### src/design/pcanon_pkg.sv
// Shared types and constants for the path canonicalizer.
// Used by pcanon_front, pcanon_back and path_canonicalizer; no dependencies.
package pcanon_pkg;

	localparam int PATH_CAP    = 256;
	localparam int ADDR_W      = $clog2(PATH_CAP);
	localparam int LEN_W       = ADDR_W + 1;
	localparam int POS_W       = LEN_W + 1;
	localparam int STACK_DEPTH = 32;
	localparam int SP_W        = $clog2(STACK_DEPTH);
	localparam int SD_W        = SP_W + 1;
	localparam int NAME_LIMIT  = 64;
	localparam int CC_W        = $clog2(NAME_LIMIT);
	localparam int QUEUE_DEPTH = 4;
	localparam int QP_W        = $clog2(QUEUE_DEPTH);

	localparam logic [2:0] OP_START  = 3'd0;
	localparam logic [2:0] OP_BASE   = 3'd1;
	localparam logic [2:0] OP_INPUT  = 3'd2;
	localparam logic [2:0] OP_FINISH = 3'd3;
	localparam logic [2:0] OP_READ   = 3'd4;

	localparam logic REG_OUTPUT_SIZE = 1'b0;
	localparam logic REG_SEPARATOR   = 1'b1;

	localparam logic [7:0] CH_COLON = 8'h3A;
	localparam logic [7:0] CH_SLASH = 8'h2F;
	localparam logic [7:0] CH_DOT   = 8'h2E;
	localparam logic [7:0] CH_DRIVE = 8'h43;
	localparam logic [7:0] CH_LA    = 8'h61;
	localparam logic [7:0] CH_LZ    = 8'h7A;
	localparam logic [7:0] CH_UA    = 8'h41;
	localparam logic [7:0] CH_UZ    = 8'h5A;
	localparam logic [7:0] CASE_GAP = 8'd32;
	localparam logic [7:0] CH_BACKSLASH = 8'h5C;

	localparam logic [LEN_W-1:0] ROOT_LEN  = LEN_W'(3);
	localparam logic [LEN_W-1:0] MIN_SIZE  = LEN_W'(4);
	localparam logic [LEN_W-1:0] RESET_SIZE = LEN_W'(PATH_CAP);

	typedef struct packed {
		logic       is_start;
		logic       is_base;
		logic       is_input;
		logic       is_finish;
		logic       is_read;
		logic [7:0] ch;
		logic [7:0] idx;
	} cmd_t;

	typedef struct packed {
		logic [LEN_W-1:0] buf_size;
		logic [7:0]       sep;
	} cfg_t;

endpackage

### src/design/pcanon_front.sv
// Front end: accepts items, decodes the operation and queues them.
// Depends on pcanon_pkg.
module pcanon_front import pcanon_pkg::*; (
	input  logic       clk,
	input  logic       arst_n,
	input  logic       in_valid,
	output logic       in_stall,
	input  logic [2:0] operation,
	input  logic [7:0] char_value,
	input  logic [7:0] read_index,
	input  logic       pop,
	output logic       head_valid,
	output cmd_t       head
);

	cmd_t            queue_q [QUEUE_DEPTH];
	logic [QP_W-1:0] wr_q;
	logic [QP_W-1:0] rd_q;
	logic [QP_W:0]   cnt_q;
	cmd_t            cmd;
	logic            push;
	logic            keep;
	logic            take;

	always_comb begin
		cmd.is_start  = (operation == OP_START);
		cmd.is_base   = (operation == OP_BASE);
		cmd.is_input  = (operation == OP_INPUT);
		cmd.is_finish = (operation == OP_FINISH);
		cmd.is_read   = (operation == OP_READ);
		cmd.ch        = char_value;
		cmd.idx       = read_index;
	end

	// Operation codes that mean nothing are dropped here.
	assign in_stall   = (cnt_q == (QP_W+1)'(QUEUE_DEPTH));
	assign push       = in_valid && !in_stall;
	assign keep       = push && (cmd.is_start || cmd.is_base || cmd.is_input ||
		cmd.is_finish || cmd.is_read);
	assign head_valid = (cnt_q != '0);
	assign head       = queue_q[rd_q];
	assign take       = pop && head_valid;

	always_ff @(posedge clk) begin
		if (keep) begin
			queue_q[wr_q] <= cmd;
		end
	end

	always_ff @(posedge clk or negedge arst_n) begin
		if (!arst_n) begin
			wr_q  <= '0;
			rd_q  <= '0;
			cnt_q <= '0;
		end else begin
			if (keep) begin
				wr_q <= wr_q + QP_W'(1);
			end
			if (take) begin
				rd_q <= rd_q + QP_W'(1);
			end
			if (keep && !take) begin
				cnt_q <= cnt_q + (QP_W+1)'(1);
			end else if (take && !keep) begin
				cnt_q <= cnt_q - (QP_W+1)'(1);
			end
		end
	end

endmodule

### src/design/pcanon_back.sv
// Back end: sequencer that resolves path streams into the path store.
// Depends on pcanon_pkg; holds the path store and the length stack.
module pcanon_back import pcanon_pkg::*; (
	input  logic             clk,
	input  logic             arst_n,
	input  cfg_t             cfg,
	input  logic             head_valid,
	input  cmd_t             head,
	output logic             pop,
	output logic             out_valid,
	input  logic             out_stall,
	output logic             result_kind,
	output logic             failed,
	output logic [LEN_W-1:0] result_length,
	output logic [7:0]       out_char
);

	localparam logic [3:0] ST_IDLE   = 4'd0;
	localparam logic [3:0] ST_NEXT   = 4'd1;
	localparam logic [3:0] ST_FIN    = 4'd2;
	localparam logic [3:0] ST_DEC    = 4'd3;
	localparam logic [3:0] ST_FEED0  = 4'd4;
	localparam logic [3:0] ST_FEED1  = 4'd5;
	localparam logic [3:0] ST_COMMIT = 4'd6;
	localparam logic [3:0] ST_CHAR   = 4'd7;
	localparam logic [3:0] ST_RESULT = 4'd8;
	localparam logic [3:0] ST_READ   = 4'd9;

	logic [7:0]       mem [PATH_CAP];
	logic [LEN_W-1:0] stk [STACK_DEPTH];
	logic [7:0]       rd_data_q;

	logic [3:0]       state_q, state_d;
	logic [LEN_W-1:0] pl_q, pl_d;
	logic [SD_W-1:0]  sd_q, sd_d;
	logic [CC_W-1:0]  cc_q, cc_d;
	logic             dota_q, dota_d, dotb_q, dotb_d;
	logic             bf_q, bf_d, if_q, if_d, slash_q, slash_d;
	logic             ended_q, ended_d, babs_q, babs_d;
	logic [1:0]       sp_q, sp_d;
	logic [7:0]       fc0_q, fc0_d, fc1_q, fc1_d;
	logic [7:0]       drive_q, drive_d, sep2_q, sep2_d;
	logic [1:0]       phase_q, phase_d;
	logic             tfb_q, tfb_d, tfi_q, tfi_d, tch_q, tch_d, tres_q, tres_d;
	logic             chin_q, chin_d, cur_in_q, cur_in_d, ret_fin_q, ret_fin_d;
	logic [1:0]       feed_n_q, feed_n_d;
	logic [7:0]       ch_q, ch_d, idx_q, idx_d;
	logic             ov_q, ov_d, kind_q, kind_d, fail_q, fail_d;
	logic [LEN_W-1:0] len_q, len_d;
	logic [7:0]       char_q, char_d;

	logic             u_feed, u_commit, u_fail, fcur, cgo;
	logic [7:0]       u_c;
	logic [LEN_W-1:0] u_pl;
	logic [SD_W-1:0]  u_sd, top_v;
	logic [CC_W-1:0]  u_cc;
	logic             u_da, u_db;
	logic [POS_W-1:0] pos_v, n_v, lim10;
	logic [LEN_W-1:0] lim;
	logic             mem_we, stk_we, rd_en;
	logic [ADDR_W-1:0] mem_wa;
	logic [7:0]       mem_wd;
	logic [SP_W-1:0]  stk_wa;

	logic [7:0]       up;
	logic             prefix, absolute, feeding, out_free, finish_fail;

	assign lim   = (cfg.buf_size < LEN_W'(PATH_CAP)) ? cfg.buf_size : LEN_W'(PATH_CAP);
	assign lim10 = POS_W'(lim);
	assign fcur  = cur_in_q ? if_q : bf_q;

	always_comb begin
		u_feed   = 1'b0;
		u_commit = 1'b0;
		u_c      = ch_q;
		case (state_q)
			ST_FEED0: begin
				u_c    = fc0_q;
				u_feed = (feed_n_q != 2'd0);
			end
			ST_FEED1: begin
				u_c    = fc1_q;
				u_feed = (feed_n_q == 2'd2);
			end
			ST_CHAR: begin
				u_feed = !ended_q && (ch_q != 8'd0) && (sp_q == 2'd3) && (cur_in_q || babs_q);
			end
			ST_COMMIT: begin
				u_commit = cur_in_q || babs_q;
			end
			default: begin
				u_feed = 1'b0;
			end
		endcase
	end

	always_comb begin
		u_pl   = pl_q;
		u_sd   = sd_q;
		u_cc   = cc_q;
		u_da   = dota_q;
		u_db   = dotb_q;
		u_fail = 1'b0;
		mem_we = 1'b0;
		mem_wa = '0;
		mem_wd = u_c;
		stk_we = 1'b0;
		stk_wa = sd_q[SP_W-1:0];
		top_v  = sd_q - SD_W'(1);
		n_v    = POS_W'(pl_q);
		pos_v  = POS_W'(pl_q) + POS_W'(pl_q > ROOT_LEN) + POS_W'(cc_q);
		cgo    = 1'b0;
		if (!fcur) begin
			if (u_commit) begin
				cgo = 1'b1;
			end else if (u_feed) begin
				if (u_c == cfg.sep) begin
					cgo = 1'b1;
				end else if (POS_W'(cc_q) + POS_W'(1) >= POS_W'(NAME_LIMIT)) begin
					u_fail = 1'b1;
				end else begin
					if (pos_v < POS_W'(PATH_CAP)) begin
						mem_we = 1'b1;
						mem_wa = pos_v[ADDR_W-1:0];
					end
					if (cc_q == '0) begin
						u_da = (u_c == CH_DOT);
					end else if (cc_q == CC_W'(1)) begin
						u_db = (u_c == CH_DOT);
					end
					u_cc = cc_q + CC_W'(1);
				end
			end
		end
		if (cgo) begin
			u_cc = '0;
			if (cc_q == '0) begin
				u_cc = '0;
			end else if (cc_q == CC_W'(1) && dota_q) begin
				u_cc = '0;
			end else if (cc_q == CC_W'(2) && dota_q && dotb_q) begin
				if (sd_q != '0) begin
					u_sd = top_v;
					u_pl = stk[top_v[SP_W-1:0]];
				end
			end else if (sd_q >= SD_W'(STACK_DEPTH)) begin
				u_fail = 1'b1;
			end else begin
				if (pl_q > ROOT_LEN) begin
					if (n_v + POS_W'(1) >= lim10) begin
						u_fail = 1'b1;
					end else begin
						mem_we = 1'b1;
						mem_wa = n_v[ADDR_W-1:0];
						mem_wd = cfg.sep;
						n_v    = n_v + POS_W'(1);
					end
				end
				if (!u_fail) begin
					if (n_v + POS_W'(cc_q) >= lim10) begin
						u_fail = 1'b1;
					end else begin
						stk_we = 1'b1;
						u_sd   = sd_q + SD_W'(1);
						u_pl   = LEN_W'(n_v + POS_W'(cc_q));
					end
				end
			end
		end
	end

	always_comb begin
		up       = ((fc0_q >= CH_LA) && (fc0_q <= CH_LZ)) ? (fc0_q - CASE_GAP) : fc0_q;
		prefix   = (sp_q == 2'd2) && (fc1_q == CH_COLON) && (up >= CH_UA) && (up <= CH_UZ);
		absolute = prefix || ((sp_q != 2'd0) && (fc0_q == cfg.sep));
		feeding  = cur_in_q || absolute;
	end

	assign out_free    = !ov_q || !out_stall;
	assign finish_fail = slash_q || bf_q || if_q || (cfg.buf_size < MIN_SIZE);

	always_comb begin
		state_d   = state_q;
		pl_d      = u_pl;
		sd_d      = u_sd;
		cc_d      = u_cc;
		dota_d    = u_da;
		dotb_d    = u_db;
		bf_d      = bf_q || (u_fail && !cur_in_q);
		if_d      = if_q || (u_fail && cur_in_q);
		slash_d   = slash_q;
		ended_d   = ended_q;
		babs_d    = babs_q;
		sp_d      = sp_q;
		fc0_d     = fc0_q;
		fc1_d     = fc1_q;
		drive_d   = drive_q;
		sep2_d    = sep2_q;
		phase_d   = phase_q;
		tfb_d     = tfb_q;
		tfi_d     = tfi_q;
		tch_d     = tch_q;
		tres_d    = tres_q;
		chin_d    = chin_q;
		cur_in_d  = cur_in_q;
		ret_fin_d = ret_fin_q;
		feed_n_d  = feed_n_q;
		ch_d      = ch_q;
		idx_d     = idx_q;
		ov_d      = ov_q && out_stall;
		kind_d    = kind_q;
		fail_d    = fail_q;
		len_d     = len_q;
		char_d    = char_q;
		pop       = 1'b0;
		rd_en     = 1'b0;
		case (state_q)
			ST_IDLE: begin
				if (head_valid) begin
					pop  = 1'b1;
					ch_d = head.ch;
					if (head.is_start) begin
						pl_d    = ROOT_LEN;
						sd_d    = '0;
						cc_d    = '0;
						fc0_d   = '0;
						fc1_d   = '0;
						sp_d    = '0;
						drive_d = CH_DRIVE;
						sep2_d  = cfg.sep;
						ended_d = 1'b0;
						babs_d  = 1'b0;
						bf_d    = 1'b0;
						if_d    = 1'b0;
						slash_d = 1'b0;
						dota_d  = 1'b0;
						dotb_d  = 1'b0;
						phase_d = 2'd1;
					end else if (head.is_base) begin
						tch_d   = (phase_q == 2'd1);
						chin_d  = 1'b0;
						state_d = ST_NEXT;
					end else if (head.is_input) begin
						tfb_d   = (phase_q == 2'd1);
						tch_d   = (phase_q != 2'd3);
						chin_d  = 1'b1;
						state_d = ST_NEXT;
					end else if (head.is_finish) begin
						tfb_d   = (phase_q == 2'd1);
						tfi_d   = (phase_q != 2'd3);
						tres_d  = 1'b1;
						state_d = ST_NEXT;
					end else begin
						rd_en   = 1'b1;
						idx_d   = head.idx;
						state_d = ST_READ;
					end
				end
			end
			ST_NEXT: begin
				if (tfb_q) begin
					tfb_d    = 1'b0;
					cur_in_d = 1'b0;
					state_d  = ST_FIN;
				end else if (tfi_q) begin
					tfi_d    = 1'b0;
					cur_in_d = 1'b1;
					state_d  = ST_FIN;
				end else if (tch_q) begin
					tch_d    = 1'b0;
					cur_in_d = chin_q;
					state_d  = ST_CHAR;
				end else if (tres_q) begin
					tres_d  = 1'b0;
					state_d = ST_RESULT;
				end else begin
					state_d = ST_IDLE;
				end
			end
			ST_FIN: begin
				ret_fin_d = 1'b1;
				state_d   = (sp_q != 2'd3) ? ST_DEC : ST_COMMIT;
			end
			ST_DEC: begin
				sp_d     = 2'd3;
				feed_n_d = (feeding && !prefix) ? sp_q : 2'd0;
				if (cur_in_q) begin
					if (absolute) begin
						pl_d = ROOT_LEN;
						sd_d = '0;
						cc_d = '0;
						bf_d = 1'b0;
					end
				end else begin
					babs_d = absolute;
				end
				if (prefix) begin
					drive_d = up;
				end
				state_d = ST_FEED0;
			end
			ST_FEED0: begin
				state_d = ST_FEED1;
			end
			ST_FEED1: begin
				state_d = ret_fin_q ? ST_COMMIT : ST_NEXT;
			end
			ST_COMMIT: begin
				cc_d    = '0;
				sp_d    = '0;
				fc0_d   = '0;
				fc1_d   = '0;
				ended_d = 1'b0;
				phase_d = cur_in_q ? 2'd3 : 2'd2;
				state_d = ST_NEXT;
			end
			ST_CHAR: begin
				state_d = ST_NEXT;
				if (!ended_q) begin
					if (ch_q == 8'd0) begin
						ended_d = 1'b1;
					end else begin
						if (ch_q == CH_SLASH) begin
							slash_d = 1'b1;
						end
						if (sp_q == 2'd0) begin
							fc0_d = ch_q;
							sp_d  = 2'd1;
						end else if (sp_q == 2'd1) begin
							fc1_d     = ch_q;
							sp_d      = 2'd2;
							ret_fin_d = 1'b0;
							state_d   = ST_DEC;
						end
					end
				end
			end
			ST_RESULT: begin
				if (out_free) begin
					ov_d    = 1'b1;
					kind_d  = 1'b0;
					fail_d  = finish_fail;
					len_d   = finish_fail ? '0 : pl_q;
					char_d  = '0;
					state_d = ST_NEXT;
				end
			end
			ST_READ: begin
				if (out_free) begin
					ov_d   = 1'b1;
					kind_d = 1'b1;
					fail_d = 1'b0;
					len_d  = pl_q;
					if (LEN_W'(idx_q) >= pl_q) begin
						char_d = '0;
					end else if (idx_q == 8'd0) begin
						char_d = drive_q;
					end else if (idx_q == 8'd1) begin
						char_d = CH_COLON;
					end else if (idx_q == 8'd2) begin
						char_d = sep2_q;
					end else begin
						char_d = rd_data_q;
					end
					state_d = ST_IDLE;
				end
			end
			default: begin
				state_d = ST_IDLE;
			end
		endcase
	end

	always_ff @(posedge clk) begin
		if (mem_we) begin
			mem[mem_wa] <= mem_wd;
		end
		if (rd_en) begin
			rd_data_q <= mem[head.idx[ADDR_W-1:0]];
		end
		if (stk_we) begin
			stk[stk_wa] <= pl_q;
		end
		ch_q   <= ch_d;
		idx_q  <= idx_d;
		kind_q <= kind_d;
		fail_q <= fail_d;
		len_q  <= len_d;
		char_q <= char_d;
	end

	always_ff @(posedge clk or negedge arst_n) begin
		if (!arst_n) begin
			state_q   <= ST_IDLE;
			pl_q      <= ROOT_LEN;
			sd_q      <= '0;
			cc_q      <= '0;
			dota_q    <= 1'b0;
			dotb_q    <= 1'b0;
			bf_q      <= 1'b0;
			if_q      <= 1'b0;
			slash_q   <= 1'b0;
			ended_q   <= 1'b0;
			babs_q    <= 1'b0;
			sp_q      <= '0;
			fc0_q     <= '0;
			fc1_q     <= '0;
			drive_q   <= CH_DRIVE;
			sep2_q    <= CH_BACKSLASH;
			phase_q   <= 2'd1;
			tfb_q     <= 1'b0;
			tfi_q     <= 1'b0;
			tch_q     <= 1'b0;
			tres_q    <= 1'b0;
			chin_q    <= 1'b0;
			cur_in_q  <= 1'b0;
			ret_fin_q <= 1'b0;
			feed_n_q  <= '0;
			ov_q      <= 1'b0;
		end else begin
			state_q   <= state_d;
			pl_q      <= pl_d;
			sd_q      <= sd_d;
			cc_q      <= cc_d;
			dota_q    <= dota_d;
			dotb_q    <= dotb_d;
			bf_q      <= bf_d;
			if_q      <= if_d;
			slash_q   <= slash_d;
			ended_q   <= ended_d;
			babs_q    <= babs_d;
			sp_q      <= sp_d;
			fc0_q     <= fc0_d;
			fc1_q     <= fc1_d;
			drive_q   <= drive_d;
			sep2_q    <= sep2_d;
			phase_q   <= phase_d;
			tfb_q     <= tfb_d;
			tfi_q     <= tfi_d;
			tch_q     <= tch_d;
			tres_q    <= tres_d;
			chin_q    <= chin_d;
			cur_in_q  <= cur_in_d;
			ret_fin_q <= ret_fin_d;
			feed_n_q  <= feed_n_d;
			ov_q      <= ov_d;
		end
	end

	assign out_valid     = ov_q;
	assign result_kind   = kind_q;
	assign failed        = fail_q;
	assign result_length = len_q;
	assign out_char      = char_q;

endmodule

### src/design/path_canonicalizer.sv
// Top level of the path canonicalizer: configuration registers, front and back.
// Depends on pcanon_pkg, pcanon_front and pcanon_back.
//
// Items arrive on the input channel (in_valid, in_stall) with an operation,
// a character and a read index; results leave on the output channel
// (out_valid, out_stall). A transfer happens when valid is high and stall low.
// Start and character operations give no result; finish gives the status and
// length, and read gives one stored character.
// The front queues up to four items, so the sender is stalled only when the
// queue is full. The back sequencer takes one item at a time and takes no
// new item until it is through with the last; character and finish items
// pass through the per-step sequencer that feeds and commits components
// through the one write port of the path store.
// A result waits in the output register while the receiver stalls; the back
// keeps working on items that give no result meanwhile.
// Reset empties the queue and begins a fresh job with a buffer size of 256 and
// a backslash separator. The user must write configuration only while no item
// is in flight; the block itself does not enforce it.
module path_canonicalizer import pcanon_pkg::*; (
	input  logic             clk,
	input  logic             arst_n,
	input  logic             in_valid,
	output logic             in_stall,
	input  logic [2:0]       operation,
	input  logic [7:0]       char_value,
	input  logic [7:0]       read_index,
	output logic             out_valid,
	input  logic             out_stall,
	output logic             result_kind,
	output logic             failed,
	output logic [LEN_W-1:0] result_length,
	output logic [7:0]       out_char,
	input  logic             cfg_we,
	input  logic             cfg_index,
	input  logic [LEN_W-1:0] cfg_wdata
);

	cfg_t cfg_q;
	logic head_valid;
	cmd_t head;
	logic pop;

	always_ff @(posedge clk or negedge arst_n) begin
		if (!arst_n) begin
			cfg_q.buf_size <= RESET_SIZE;
			cfg_q.sep      <= CH_BACKSLASH;
		end else if (cfg_we) begin
			case (cfg_index)
				REG_OUTPUT_SIZE: cfg_q.buf_size <= cfg_wdata;
				REG_SEPARATOR:   cfg_q.sep <= cfg_wdata[7:0];
				default:         cfg_q <= cfg_q;
			endcase
		end
	end

	pcanon_front u_front (
		.clk        (clk),
		.arst_n     (arst_n),
		.in_valid   (in_valid),
		.in_stall   (in_stall),
		.operation  (operation),
		.char_value (char_value),
		.read_index (read_index),
		.pop        (pop),
		.head_valid (head_valid),
		.head       (head)
	);

	pcanon_back u_back (
		.clk           (clk),
		.arst_n        (arst_n),
		.cfg           (cfg_q),
		.head_valid    (head_valid),
		.head          (head),
		.pop           (pop),
		.out_valid     (out_valid),
		.out_stall     (out_stall),
		.result_kind   (result_kind),
		.failed        (failed),
		.result_length (result_length),
		.out_char      (out_char)
	);

	// A successful finish always reports at least the drive root.
	a_finish_len: assert property (@(posedge clk) disable iff (!arst_n)
		(out_valid && !result_kind && !failed) |-> (result_length >= ROOT_LEN))
		else $error("finish transfer with a length below the root");

	// A read transfer never reports failure.
	a_read_ok: assert property (@(posedge clk) disable iff (!arst_n)
		(out_valid && result_kind) |-> !failed)
		else $error("read transfer flagged as failed");

	// A failed finish reports zero length.
	a_fail_len: assert property (@(posedge clk) disable iff (!arst_n)
		(out_valid && !result_kind && failed) |-> (result_length == '0))
		else $error("failed finish transfer with nonzero length");

endmodule
### config.mk
export PLATFORM = sky130hd
export DESIGN_NAME = path_canonicalizer
export DESIGN_NICKNAME = d
export VERILOG_FILES = /design/src/design/pcanon_pkg.sv /design/src/design/pcanon_front.sv /design/src/design/pcanon_back.sv /design/src/design/path_canonicalizer.sv
export SDC_FILE = /design/constraint.sdc
export NUM_CORES = 2
export LEC_CHECK = 0
export BUFFER_PORTS_ARGS = -buffer_cell sky130_fd_sc_hd__buf_2
export CAP_MARGIN = 30
export CELL_PAD_IN_SITES_DETAIL_PLACEMENT = 0
export CELL_PAD_IN_SITES_GLOBAL_PLACEMENT = 1
export CORE_MARGIN = 3
export CORE_UTILIZATION = 59
export CTS_BUF_LIST = sky130_fd_sc_hd__clkbuf_16
export DETAILED_ROUTE_END_ITERATION = 8
export PLACE_DENSITY = 0.87
export SLEW_MARGIN = 40
export SYNTH_ARGS = -nofsm -noshare
export SYNTH_HDL_FRONTEND = slang
export SYNTH_SLANG_ARGS = --single-unit
export TNS_END_PERCENT = 50
### constraint.sdc
create_clock -name clk -period 38.2 [get_ports clk]
set_input_delay 7.64 -clock clk [delete_from_list [all_inputs] [get_ports clk]]
set_output_delay 7.64 -clock clk [all_outputs]
set_load 0.01 [all_outputs]
== Word level (Yosys, flattened, before mapping) ==
Memory sizes are Yosys's and may differ from the RTL's. A register that Yosys moved wholly into a read port is not among the register bits.
Cells that the tools add are included.
Word-level totals
  register bits: 137
  bits in writable memories: 2420
  input port bits: 34
  output and inout bits: 21
  logic and storage cells: 478
  memories kept: 3
Operators by class
  add/subtract/negate cells: 13
  magnitude comparators: 13
  equality and inequality tests: 52
  muxes and demuxes: 269
  bitwise operators: 5
  reduce and logical (&&, ||, !) cells: 86
Memory list
  u_back.mem: words 256, width 8, rd ports 1, clocked after memory_dff 1, wr ports 1, RTL line pcanon_back.sv:29  | logic [7:0] mem [PATH_CAP];
  u_back.stk: words 32, width 9, rd ports 1, clocked after memory_dff 0, wr ports 1, RTL line pcanon_back.sv:30  | logic [LEN_W-1:0] stk [STACK_DEPTH];
  u_front.queue_q: words 4, width 21, rd ports 1, clocked after memory_dff 0, wr ports 1, RTL line pcanon_front.sv:16  | cmd_t queue_q [QUEUE_DEPTH];
Operators with widths (number)
  two-way mux 8 bit: 39
  two-way mux 9 bit: 16
  two-way mux 1 bit: 133
  two-way mux 6 bit: 22
  two-way mux 10 bit: 7
  two-way mux 4 bit: 14
  case mux 8 bit (2 select lines): 3
  case mux 8 bit (3 select lines): 2
  case mux 4 bit (10 select lines): 1
  case mux 9 bit (2 select lines): 2
  != test 2 bit (second input constant): 15
  AND reduction 6 bit: 5
  == test 8 x 6 -> 1 bit (second input constant): 3
  adder 10 x 6 -> 10 bit: 2
  >= comparator 10 x 9 -> 1 bit: 2
  logical AND 1 bit: 20
  two-way mux 2 bit: 10
  case mux 1 bit (2 select lines): 10
  nonzero test 2 bit: 10
  case mux 6 bit (3 select lines): 1
  == test 4 x 3 -> 1 bit (second input constant): 4
  == test 8 bit: 2
  >= comparator 8 x 7 -> 1 bit (second input constant): 2
  less-or-equal comparator 8 x 7 -> 1 bit (second input constant): 2
  other kinds (55): 111

== Depth between registers and ports, before layout ==
  depth in word-level cells: 26
  gate-level depth with buffers: 30
  mapped depth without buffers: 27

== Modules after synthesis ==
Synthesis repeated with hierarchy kept, for this count alone.
Unflattened totals
  cells, all modules: 4825
  area total of the unflattened synthesis: 102467.0 um^2
By module, submodules not included
  pcanon_back: times used 1, cells each 4637, area an instance 98283.0 um^2, seq. area each 73402.9 um^2
  pcanon_front: times used 1, cells each 151, area an instance 3495.9 um^2, seq. area each 2697.6 um^2
  path_canonicalizer: times used 1, cells each 37, area an instance 688.2 um^2, seq. area each 431.7 um^2

== Worst setup path after synthesis ==
Ideal clock, no wire load.
  path type: register -> register
  from: register u_back.pl_q[2]
  to: memory u_back.mem[0][1], data pin
  setup time: 2.187 ns
  arrival time: 13.435 ns
  required time: 36.013 ns
  setup slack: 22.578 ns
  cell stages (with the launch flop): 14
  path buffers: 2
  clock period less this slack: 15.622 ns
  cell sequence: dfrtp_1 -> clkbuf_1 -> and3_1 -> and3_1 -> and3_1 -> xnor2_1 -> ha_1 -> a21o_1 -> a21oi_1 -> o21ai_0 -> nor3_1 -> nand3_4 -> buf_4 -> o21ai_0
On the way
  cells in the longest elaborated chain, start to end: 9
  elaborated cells on any way between the ends: 10
  classes of those cells: add/sub (1); order compare (2); mux (7)
RTL lines
  from (decl): RTL line pcanon_back.sv:34  | logic [LEN_W-1:0] pl_q, pl_d;
  from (signal assigned): RTL line pcanon_back.sv:422  | pl_q <= pl_d;
  adder 9 x 1 -> 10 bit: RTL line pcanon_back.sv:150  | if (n_v + POS_W'(1) >= lim10) begin
  >= comparator 10 x 9 -> 1 bit: RTL line pcanon_back.sv:150
  two-way mux 8 bit: RTL line pcanon_back.sv:150
  two-way mux 8 bit *: RTL line pcanon_back.sv:149  | if (pl_q > ROOT_LEN) begin
  two-way mux 8 bit *: RTL line pcanon_back.sv:146  | end else if (sd_q >= SD_W'(STACK_DEPTH)) begin
  two-way mux 8 bit *: RTL line pcanon_back.sv:141  | end else if (cc_q == CC_W'(2) && dota_q && dotb_q) begin
  two-way mux 8 bit *: RTL line pcanon_back.sv:139  | end else if (cc_q == CC_W'(1) && dota_q) begin
  two-way mux 8 bit *: RTL line pcanon_back.sv:137  | if (cc_q == '0) begin
  two-way mux 8 bit *: RTL line pcanon_back.sv:135  | if (cgo) begin
  named net u_back.mem_wd[1]: RTL line pcanon_back.sv:62  | logic [7:0] mem_wd;
  to (decl): RTL line pcanon_back.sv:29
The timed path passes the listed nets; every way through them passes the cells marked *.

== Worst setup path in the final report ==
  from: register u_front.cnt_q[0]
  to: output port in_stall
On the way
  cells in the longest elaborated chain, start to end: 1
RTL lines
  from (decl): RTL line pcanon_front.sv:19  | logic [QP_W:0] cnt_q;
  from (signal assigned): RTL line pcanon_front.sv:63  | cnt_q <= cnt_q + (QP_W+1)'(1);
  from (signal assigned): RTL line pcanon_front.sv:65  | cnt_q <= cnt_q - (QP_W+1)'(1);
  == test 3 bit: RTL line pcanon_front.sv:36  | assign in_stall = (cnt_q == (QP_W+1)'(QUEUE_DEPTH));
  to (decl): RTL line path_canonicalizer.sv:23  | output logic in_stall,
No other way between the ends.

==> results_tabular.tex <==
\begin{tabular}{lr}
\hline
Metric & Value \\
\hline
\multicolumn{2}{l}{\textbf{Status}} \\
Outcome & finished, final reports clean \\
\multicolumn{2}{l}{\textbf{Yosys}} \\
Most common cell in the synthesized netlist & sky130\_fd\_sc\_hd\_\_edfxtp\_1 \\
Number of warning messages in the yosys log & 0 \\
Post-synthesis cell type with the largest combined area & sky130\_fd\_sc\_hd\_\_edfxtp\_1 \\
Synth Register Bits & 2561 \\
Area share of the leading cell type in the synthesized netlist & a little under three quarters \\
Main flop type after synthesis & sky130\_fd\_sc\_hd\_\_edfxtp\_1 \\
Synthesized netlist cell count & between 6000 and 7000 \\
Most frequent cells after synthesis & 2459 x sky130\_fd\_sc\_hd\_\_edfxtp\_1, 704 x sky130\_fd\_sc\_hd\_\_nand2\_1, 380 x sky130\_fd\_sc\_hd\_\_nor2\_1, 367 x sky130\_fd\_sc\_hd\_\_mux4\_2, 260 x sky130\_fd\_sc\_hd\_\_a21oi\_1 \\
Synth Cell Area & between 0.1 and 0.15 mm² \\
Post-synth ARST share & under 10\% \\
EDFF count, synth & between 2000 and 2500 \\
Biggest area contributors in the synthesized netlist & sky130\_fd\_sc\_hd\_\_edfxtp\_1 71\%, sky130\_fd\_sc\_hd\_\_mux4\_2 7.9\%, sky130\_fd\_sc\_hd\_\_nand2\_1 2.5\%, sky130\_fd\_sc\_hd\_\_mux2i\_1 2.5\%, sky130\_fd\_sc\_hd\_\_dfrtp\_1 2.1\% \\
Average size of a mapped cell & 16.6 µm² \\
Count of cell types in the netlist & 95 \\
Post-synthesis net count & between 6000 and 7000 \\
Sequential cell area fraction in the yosys report & 73.3\% \\
\multicolumn{2}{l}{\textbf{Clock tree}} \\
Hold-fix buffers, CTS & 0 \\
\# Post-CTS Setup Buffers & 0 \\
Post\_cts resized & 0 \\
H-tree levels & 4 \\
Buffer type at the clock tree root & sky130\_fd\_sc\_hd\_\_clkbuf\_16 \\
Total clock sinks & between 2000 and 3000 \\
Clock latency at the later pin of the worst-skew pair & about 0.88 ns \\
Number of CTS-inserted buffers & about 240 \\
Maximum root-to-sink buffer count & 3 \\
CTS tree & done \\
CTS clock-pin slew for the worst setup and hold paths & $\sim$0.060 ns \\
\multicolumn{2}{l}{\textbf{Timing}} \\
Count of final max-slew check failures & 0 \\
Final setup violation count & 0 \\
Headroom to the max-slew limit & about 38\% \\
Endpoints failing hold & 0 \\
F\_max & 106 MHz \\
Summed negative setup slack over all endpoints & 0 ns \\
Fraction of the cycle the final worst path needs & about a quarter \\
Unrepaired setup endpoints after global routing & false \\
Slew at the pin closest to its max-slew limit & just over 0.9 ns \\
Worst Skew & 0.0505 ns \\
Final Critical Period & roughly 9.5 ns \\
\multicolumn{2}{l}{\textbf{Floorplan}} \\
FP Rows & 153 \\
Die Span Y & 426 µm \\
Total I/O pin count & between 50 and 60 \\
Floorplan Core Area & 0.175 mm² \\
Area of the die & 0.182 mm² \\
Width of the chip & 426 µm \\
Initial cell density of the core & between 50\% and 60\% \\
\multicolumn{2}{l}{\textbf{Routing}} \\
Total Wirelength & approximately 280 mm \\
Number of nets with antenna violations after routing & 0 \\
Detail-routed net length per standard cell & 31.3 µm \\
DR vias & between 60000 and 70000 \\
Via density per instance & $\sim$6.8 \\
Number of detailed-routing iterations run before antenna repair & 8 \\
First DRT Iteration DRCs & $\sim$9000 \\
\# DRC & 0 \\
\multicolumn{2}{l}{\textbf{Final layout}} \\
Count of fill cells added during filler insertion & $\sim$11000 \\
Layout cells sized above 1 & a little under a fifth \\
Core Util, Final & 65.9\% \\
Layout overhead on the synthesized area & 10.5\% \\
Number of nets at the end of the flow & roughly 6400 \\
Final cell count without fillers & between 8000 and 9000 \\
\multicolumn{2}{l}{\textbf{GRT}} \\
Number of global-route vias before repair & $\sim$60000 \\
Remaining global-route overflow & 0 \\
Antenna violations before repair & 11 \\
Gr usage total & a little under a third \\
Largest net degree at the start of global routing & approximately 130 \\
First-pass GRT wire length & approximately 400 mm \\
\multicolumn{2}{l}{\textbf{Worst hold path}} \\
Min-Delay Path Class & flip-flop to flip-flop \\
Cell depth of the worst hold path & 2 \\
Launch point of the worst hold path & u\_back.sep2\_q[1] \\
\multicolumn{2}{l}{\textbf{Critical path}} \\
CP Capture Type & output port \\
Largest fanout of any net on the critical path & 5 \\
Critical path launch point type & flip-flop \\
Class of the most critical setup path & flip-flop to output port \\
Critical-path cell with the highest stage delay & sky130\_fd\_sc\_hd\_\_dfrtp\_1 \\
Ordered cell list for the critical path & nor3b\_1 > buf\_2 \\
Critical path launch point & u\_front.cnt\_q[0] \\
Worst R2R Path Depth & 28 \\
Worst EP required & roughly 30 ns \\
Crit-path max cell delay & $\sim$0.45 ns \\
Register-to-Register Setup Slack & 29.64 ns \\
Data arrival, critical path & 1.82 ns \\
Start of the worst register-to-register path & u\_back.pl\_q[0] \\
\multicolumn{2}{l}{\textbf{Power and ir drop}} \\
Leakage dissipation & between 30 and 40 nW \\
Worst vdd rail ir drop & $\sim$0.000065 V \\
Power density over cell area & 78.0 mW/mm² \\
\multicolumn{2}{l}{\textbf{Place}} \\
Post-detailed-placement half-perimeter wirelength & $\sim$170 mm \\
Number of buffer cells added on primary ports & 54 \\
Final GP Congestion & just over 0.9 \\
Post-placement cell count & between 8000 and 9000 \\
\multicolumn{2}{l}{\textbf{Job}} \\
Number of maximum-capacitance violations & 0 \\
\hline
\end{tabular}
-- flip-flops by register name, summed over array words and instances (netlist names), 9 cells and up --
register	flops
cfg_q	17
u_back.result_length	9
u_back.pl_q	9
u_front.queue_q	80
u_back.mem	2048
u_back.stk	288
-- layout make-up --
type,count,area [µm²],share of cell area [%]
Sequential cell,2561,76400,66.4
Multi-Input combinational cell,3290,26600,23.1
Clock buffer,241,6030,5.24
Tap cell,2325,2910,2.53
Timing Repair Buffer,187,1520,1.32
Clock inverter,194,1420,1.24
Inverter,40,178,0.154
Antenna cell,6,15.0,0.0130
-- critical path, delay by kind of cell (launching register included) --
kind                   cells  cell delay (ns)
flip-flops                 1             0.45
AND/OR/NAND/NOR            1             0.31
buffers and inverters      1             0.19
-- layer usage --
layer	GRT usage (%)	routed length [µm]	vias to the layer above
li1	-	-	24900
met1	42.5	102000	30400
met4	13.0	13000	14
met5	0	127	-
met3	7.49	33300	772
met2	46.8	129000	4201
-- placed cells by master, fill, tap and decap left out, types with 62 or more instances in the layout --
cell type,instances
sky130_fd_sc_hd__edfxtp_1,2459
sky130_fd_sc_hd__nand2_1,693
sky130_fd_sc_hd__mux4_2,367
sky130_fd_sc_hd__nor2_1,269
sky130_fd_sc_hd__a21oi_1,258
sky130_fd_sc_hd__mux2i_1,256
sky130_fd_sc_hd__clkbuf_16,241
sky130_fd_sc_hd__nand3_1,131
sky130_fd_sc_hd__o21ai_0,119
sky130_fd_sc_hd__nor2_2,106
sky130_fd_sc_hd__buf_4,103
sky130_fd_sc_hd__nor3_1,96
sky130_fd_sc_hd__dfrtp_1,85
sky130_fd_sc_hd__inv_1,83
sky130_fd_sc_hd__o221ai_1,63
sky130_fd_sc_hd__a22oi_1,62
-- path summary, 6_finish.rpt --
kind,to
max,in_stall
min,u_back.sep2_q[1]
max reg2reg,u_back.stk[28][3]
min reg2reg,u_back.sep2_q[1]
max in group asynchronous,u_back.sd_q[0]
min in group asynchronous,u_back.tfi_q
-- power by group --
group          switching [mW]  internal [mW]  total, mW
Sequential             0.0573           3.60       3.66
Clock                    1.03           1.24       2.27
Combinational            2.19          0.860       3.05
Total                    3.28           5.70       8.98
-- stage by stage --
step	power (mW)	hold slack (ns)	cell area [µm²]	setup WS [ns]
3_3_place_gp	6.59	0.466	107000	28.50
4_1_cts	8.91	0.486	115000	28.68
3_5_place_dp	6.67	0.471	107000	28.63
2_1_floorplan	5.73	0.446	104000	22.58
5_1_grt	9.23	0.506	115000	28.64
6_report	8.98	0.489	115000	28.74
-- cell families after synthesis --
logic type	after synthesis	share of synthesized area, %
muxes	665	10.8
buffers and inverters	418	1.92
and+or+nand+nor	1624	6.95
DFF	2561	73.3
AOI/OAI and AO/OA	885	5.73
xor gates and xnor gates	58	0.488
adders and majority gates	58	0.725
No activity file was read; power rests on OpenSTA's default activity.
